===== src/spsel_pkg.sv =====
// Shared types, widths and register indexes for the sorted prefix select block.
`default_nettype none
package spsel_pkg;

  localparam int PRIZE_W = 17;
  localparam int RANK_W = 16;
  localparam int IDX_W = 6;
  localparam int TGT_W = 24;
  localparam int SUM_W = 23;
  localparam int CFG_IDX_W = 2;
  localparam int CFG_DATA_W = 24;
  localparam int MAX_NODES_DEF = 64;

  localparam logic [CFG_IDX_W-1:0] REG_TARGET_SUM = 2'd0;
  localparam logic [CFG_IDX_W-1:0] REG_PINNED_INDEX = 2'd1;

  typedef struct packed {
    logic [PRIZE_W-1:0] prize;
    logic [RANK_W-1:0] rank;
    logic last;
  } in_item_t;

  typedef struct packed {
    logic [PRIZE_W-1:0] out_prize;
    logic [RANK_W-1:0] out_rank;
    logic [IDX_W-1:0] out_index;
    logic out_last;
  } out_item_t;

  // One slot of the sorting chain.
  typedef struct packed {
    logic valid;
    logic pin;
    logic [PRIZE_W-1:0] prize;
    logic [RANK_W-1:0] rank;
    logic [IDX_W-1:0] idx;
  } node_t;

  // Chain control, common to all cells.
  typedef struct packed {
    logic ins;
    logic shift;
    logic clr;
  } chain_ctrl_t;

endpackage
`default_nettype wire


===== src/spsel_cell.sv =====
// One cell of the insertion chain: holds a node, takes a new node or its neighbor's.
`default_nettype none
module spsel_cell (
  input  logic                 clk,
  input  logic                 rst,
  input  spsel_pkg::chain_ctrl_t ctrl,
  input  spsel_pkg::node_t     new_node,
  input  spsel_pkg::node_t     prev_node,
  input  logic                 prev_lt,
  input  spsel_pkg::node_t     next_node,
  output spsel_pkg::node_t     node,
  output logic                 lt
);
  import spsel_pkg::*;

  // New node sorts ahead of this slot: pinned first, then higher prize;
  // equal keys stay put so load order holds.
  assign lt = !node.valid || ({node.pin, node.prize} < {new_node.pin, new_node.prize});

  always_ff @(posedge clk) begin
    if (rst || ctrl.clr) begin
      node.valid <= 1'b0;
    end else if (ctrl.shift) begin
      node <= next_node;
    end else if (ctrl.ins && lt) begin
      node <= prev_lt ? prev_node : new_node;
    end
  end
endmodule
`default_nettype wire

===== config.mk =====
export PLATFORM = sky130hd
export DESIGN_NAME = spsel_cell
export DESIGN_NICKNAME = d
export VERILOG_FILES = /design/src/spsel_pkg.sv /design/src/spsel_cell.sv
export SDC_FILE = /design/constraint.sdc
export NUM_CORES = 1
export LEC_CHECK = 0
export ABC_AREA = 1
export BUFFER_PORTS_ARGS = -buffer_cell sky130_fd_sc_hd__buf_2
export CAP_MARGIN = 15
export CORE_MARGIN = 2
export CORE_UTILIZATION = 43
export CTS_CLUSTER_DIAMETER = 100
export DETAILED_ROUTE_END_ITERATION = 8
export PLACE_DENSITY = 0.92
export SYNTH_ARGS = -nofsm -noshare
export SYNTH_HDL_FRONTEND = slang
export SYNTH_SLANG_ARGS = --single-unit

===== constraint.sdc =====
create_clock -name clk -period 4.8 [get_ports clk]
set_input_delay 0 -clock clk [delete_from_list [all_inputs] [get_ports clk]]
set_output_delay 0 -clock clk [all_outputs]
set_load 0.01 [all_outputs]

# --- Yosys cells after proc, flatten, opt, wreduce, memory -nomap -nowiden ---
# Cells that the tools add are included.
totals:
  regBits: 41
  input_bits: 129
classes:
  order_cmp: 1
  mux: 3
  bitwise: 1
  reduce_logical: 6
op_table:
  columns: ["cell", "n"]
  rows:
  - ["41-bit 2-to-1 mux", 3]
  - ["18-bit < comparator", 1]
  - ["1-bit logical OR", 2]
  - ["2-bit AND reduction", 1]
  - ["2-bit nonzero test", 1]
  - ["1-bit logical AND", 1]
  - ["1-bit zero test", 1]
  - ["1-bit inverter", 1]

# --- Logic depth before layout (Yosys ltp) ---
logic_depth:
  ltp_word: 5
  depth_mapped: 14

# --- Worst setup path after synthesis ---
# Ideal clock, no wire load.
synth_timing:
  kind: "register -> register"
  startpoint: "reg node[39] in the netlist's numbering"
  endpoint: "reg node[0] in the netlist's numbering (enable)"
  setup_ns: 0.448
  arrival_time_ns: 3.208
  required_ns: 4.352
  setup_slack_ns: 1.144
  path_stages_with_launch: 11
  synth_period_minus_slack_ns: 3.656
  cell_sequence: "edfxtp_1 -> ha_1 -> nand2_1 -> inv_2 -> nand2_1 -> nand2_1 -> a21oi_1 -> nand3_2 -> nand2_2 -> nand2_2 -> a21boi_1"
synth_via:
  elab_chain_cells: 5
synth_lines:
  columns: ["element", "line_no", "rtl"]
  rows:
  - ["from (decl)", "spsel_cell.sv:11", "output spsel_pkg::node_t node,"]
  - ["from (signal assigned)", "spsel_cell.sv:24", "node <= next_node;"]
  - ["from (signal assigned)", "spsel_cell.sv:26", "node <= prev_lt ? prev_node : new_node;"]
  - ["18-bit < comparator", "spsel_cell.sv:18", "assign lt = !node.valid || ({node.pin, node.prize} < {new_node.pin, new_node.prize});"]
  - ["1-bit logical OR", "spsel_cell.sv:18", null]
  - ["net lt", "spsel_cell.sv:12", "output logic lt"]
  - ["1-bit logical AND", "spsel_cell.sv:25", "end else if (ctrl.ins && lt) begin"]
  - ["2-bit nonzero test (no source line)", null, null]
  - ["2-bit AND reduction (no source line)", null, null]
# The timed path passes the listed nets, and every way through them passes these cells.
# A chain may end at the register's enable or synchronous reset.

# --- Worst setup path in the final report ---
layout_timing:
  startpoint: "reg node[39] in the netlist's numbering"
  endpoint: "reg node[24] in the netlist's numbering (enable)"
layout_via:
  elab_chain_cells: 5
layout_lines:
  columns: ["element", "line_no"]
  rows:
  - ["18-bit < comparator", "spsel_cell.sv:18"]
  - ["1-bit logical OR", "spsel_cell.sv:18"]
  - ["1-bit logical AND", "spsel_cell.sv:25"]
  - ["2-bit nonzero test (no source line)", null]
  - ["2-bit AND reduction (no source line)", null]
# No other way between the ends.

==> results.json <==
{
  "status": "finished clean",
  "netlist_instances": 300,
  "boundaryPins": 171,
  "synth_area_leader_cell": "edfxtp_1",
  "critPathLaunch": "node[39]",
  "dr.pass1.iters": 4,
  "ys_ff_latch": 41,
  "grt_max_degree": 62,
  "post-place-cells": 528,
  "drc": 0,
  "worstSkewPairLatency_ns": 0.29,
  "min_path_type": "in2reg",
  "rrSetupSlack_ns": 2.15,
  "cts_max_level": 2,
  "rsz0062_at_grt": "no",
  "track_usage_pct": 21.8,
  "globalplace.congestion": 0.798,
  "worst_r2r_path_depth": 11,
  "whs_path_depth": 2,
  "hold_ws_ns": 0.00253,
  "regMostFlops": "node",
  "final.min_clock_period_ns": 2.65,
  "fin_ws_ns": 2.15,
  "dp_slack_ns": 2.11,
  "core_area_um2": 5890,
  "synth-main-ff-cell": "edfxtp_1",
  "drt-vias-per-instance": 5.08,
  "netlist_area_um2": 2610,
  "cp.required_ns": 4.76,
  "largest_reg_flops": 41,
  "die_y_um": 81.9,
  "final_nets": 621,
  "async_flop_share_pct": 0,
  "synth_common_cells": "68 x nand2_1, 51 x a21oi_1, 40 x edfxtp_1",
  "drtAntennaViolNets": 0,
  "busiest_layer": "met2",
  "max_slew_margin_pct": 30.3,
  "dp_hpwl_um": 5480,
  "ir_drop_uv": 141,
  "cts_tree": "done",
  "root_buffer": "clkbuf_8",
  "wl_um": 7550,
  "cts.reportedPaths.clkPinSlew_ns": 0.08,
  "synth.net_count": 446,
  "fmax_mhz": 377,
  "drtIter0Drc": 78,
  "fp-row-count": 28,
  "clock_sinks": 41,
  "max_cap_violations": 0,
  "p_per_area_nw_per_um2": 227,
  "instances_no_fill": 551,
  "clock_path_buffers": 2,
  "synth_cell_types": 25,
  "grtUsageMet2_pct": 42.0,
  "rr_endpoint": "node[24]",
  "cp-end-kind": "flip-flop",
  "vias": 2800,
  "yosysMostFrequentCell": "nand2_1",
  "fin_tns_setup_ns": 0,
  "setup_violations": 0,
  "dieArea_um2": 6700,
  "ctsResizeCount": 0,
  "hold_end": "node[29]",
  "critPathArrivalTime_ns": 2.62,
  "antenna_found_initial": 0,
  "yosysTopAreaCellShare_pct": 46.1,
  "clock_skew_ns": 0.00593,
  "synthToLayoutAreaGrowth_pct": 42.3,
  "die-width_um": 81.9,
  "reg2reg_from": "node[39]",
  "grt_first_pass_wirelength_um": 11000,
  "finalHoldViolations": 0,
  "worstSetupStartpointType": "flip-flop",
  "yosys_warnings": 0,
  "p_leak_nw": 1.81,
  "drive_above_1_share_pct": 39.5,
  "synth_area_leaders": "edfxtp_1 46%, a21oi_1 9.8%, nand2_1 9.8%, ha_1 8.2%, o211ai_1 4.9%",
  "min_from": "next_node[29]",
  "critPathMaxFanout": 22,
  "fin_crit_sh_pct": 55.3,
  "ys_seq_area_share_pct": 46.9,
  "grt_overflow": 0,
  "start_util_pct": 44.3,
  "syn_area_per_cell_um2": 8.69,
  "top_regs": "node x41",
  "hold_buffers": 15,
  "crit_type": "reg2reg",
  "numCtsBuffers": 5,
  "post_cts_buffers": 0,
  "antenna_cells": 0,
  "grt_use_met3_pct": 6.37,
  "tightest_slew_ns": 1.04,
  "io_buffers": 170,
  "synth_edf_count": 40,
  "post_drt_wl_per_cell_um": 13.7,
  "grt_pass1_vias": 2613,
  "maxSlewViolCount": 0,
  "gr-usage-met1_pct": 21.9
}
worst max-delay path, stage by stage, from the launching register on:
cell and delay (ns):
edfxtp_1 0.41, ha_1 0.32, nand2_1 0.11, inv_2 0.05, nand2_1 0.05, nand2_1 0.04, a21oi_1 0.16, nand3_2 0.09
nand2_2 0.07, nand2_2 0.08, a21boi_4 0.52, buf_4 0.41
metrics by stage:
stage,area (um^2),power [W],util [%]
floorplan,2610,0.000538,-
global placement,3480,0.000617,59.1
detailed placement,3480,0.000626,59.1
CTS,3710,0.000850,63.0
global route,3710,0.000889,63.0
finish,3710,0.000842,63.0
worst max path at each step:
stage          slack (ns)        to
2_1_floorplan        1.14   node[0]
3_3_place_gp         2.27  node[26]
3_5_place_dp         2.11  node[24]
4_1_cts              2.09  node[24]
5_1_grt              1.93  node[25]
6_report             2.15  node[24]
final cells by class:
class                   instances  area (um^2)
clock buffers                   7         76.3
clock inverters                 1         5.00
fillers                       512         2180
inverters                      28          105
multi-input cells             213         1200
flip-flops and latches         41         1220
well taps                      75         93.8
repair buffers                186         1010
routing by layer:
| layer | up-vias | wire (um) |
|---|---|---|
| met2 | 144 | 4000 |
| met5 | - | 0 |
| met3 | 10 | 661 |
| met1 | 1269 | 2780 |
| met4 | 0 | 110 |
| li1 | 1377 | - |
where the power goes:
part           leakage (nW)  internal [W]  switching (W)  total [W]
clock network        0.0422      0.000102       0.000113   0.000215
logic                  1.39     0.0000981       0.000106   0.000205
registers             0.378      0.000416     0.00000582   0.000422
logic make-up (layout without fill, tap and decap cells):
logic type	count (synthesis)	after routing	synth area share [%]
AO/OA/AOI/OAI	90	90	20.9
adder cells (fa/ha/maj)	17	17	8.16
buffers and inverters	46	222	7.54
flip-flops	41	41	46.9
AND/OR/NAND/NOR	106	106	16.6
cells in the final DEF, fill, tap and decap left out, types with 2 or more instances in the layout:
| cell type | n |
|---|---|
| buf_2 | 170 |
| nand2_1 | 68 |
| a21oi_1 | 51 |
| edfxtp_1 | 40 |
| nor2_1 | 27 |
| inv_1 | 26 |
| o211ai_1 | 17 |
| o21a_1 | 17 |
| ha_1 | 17 |
| dlygate4sd3_1 | 15 |
| clkbuf_8 | 5 |
| nand2_2 | 3 |
| inv_2 | 2 |
| nor2_2 | 2 |
| nand3_2 | 2 |
| nand3_1 | 2 |
| o21ai_0 | 2 |
| clkbuf_1 | 2 |
Note: power is estimated with default switching activity, not from simulation.
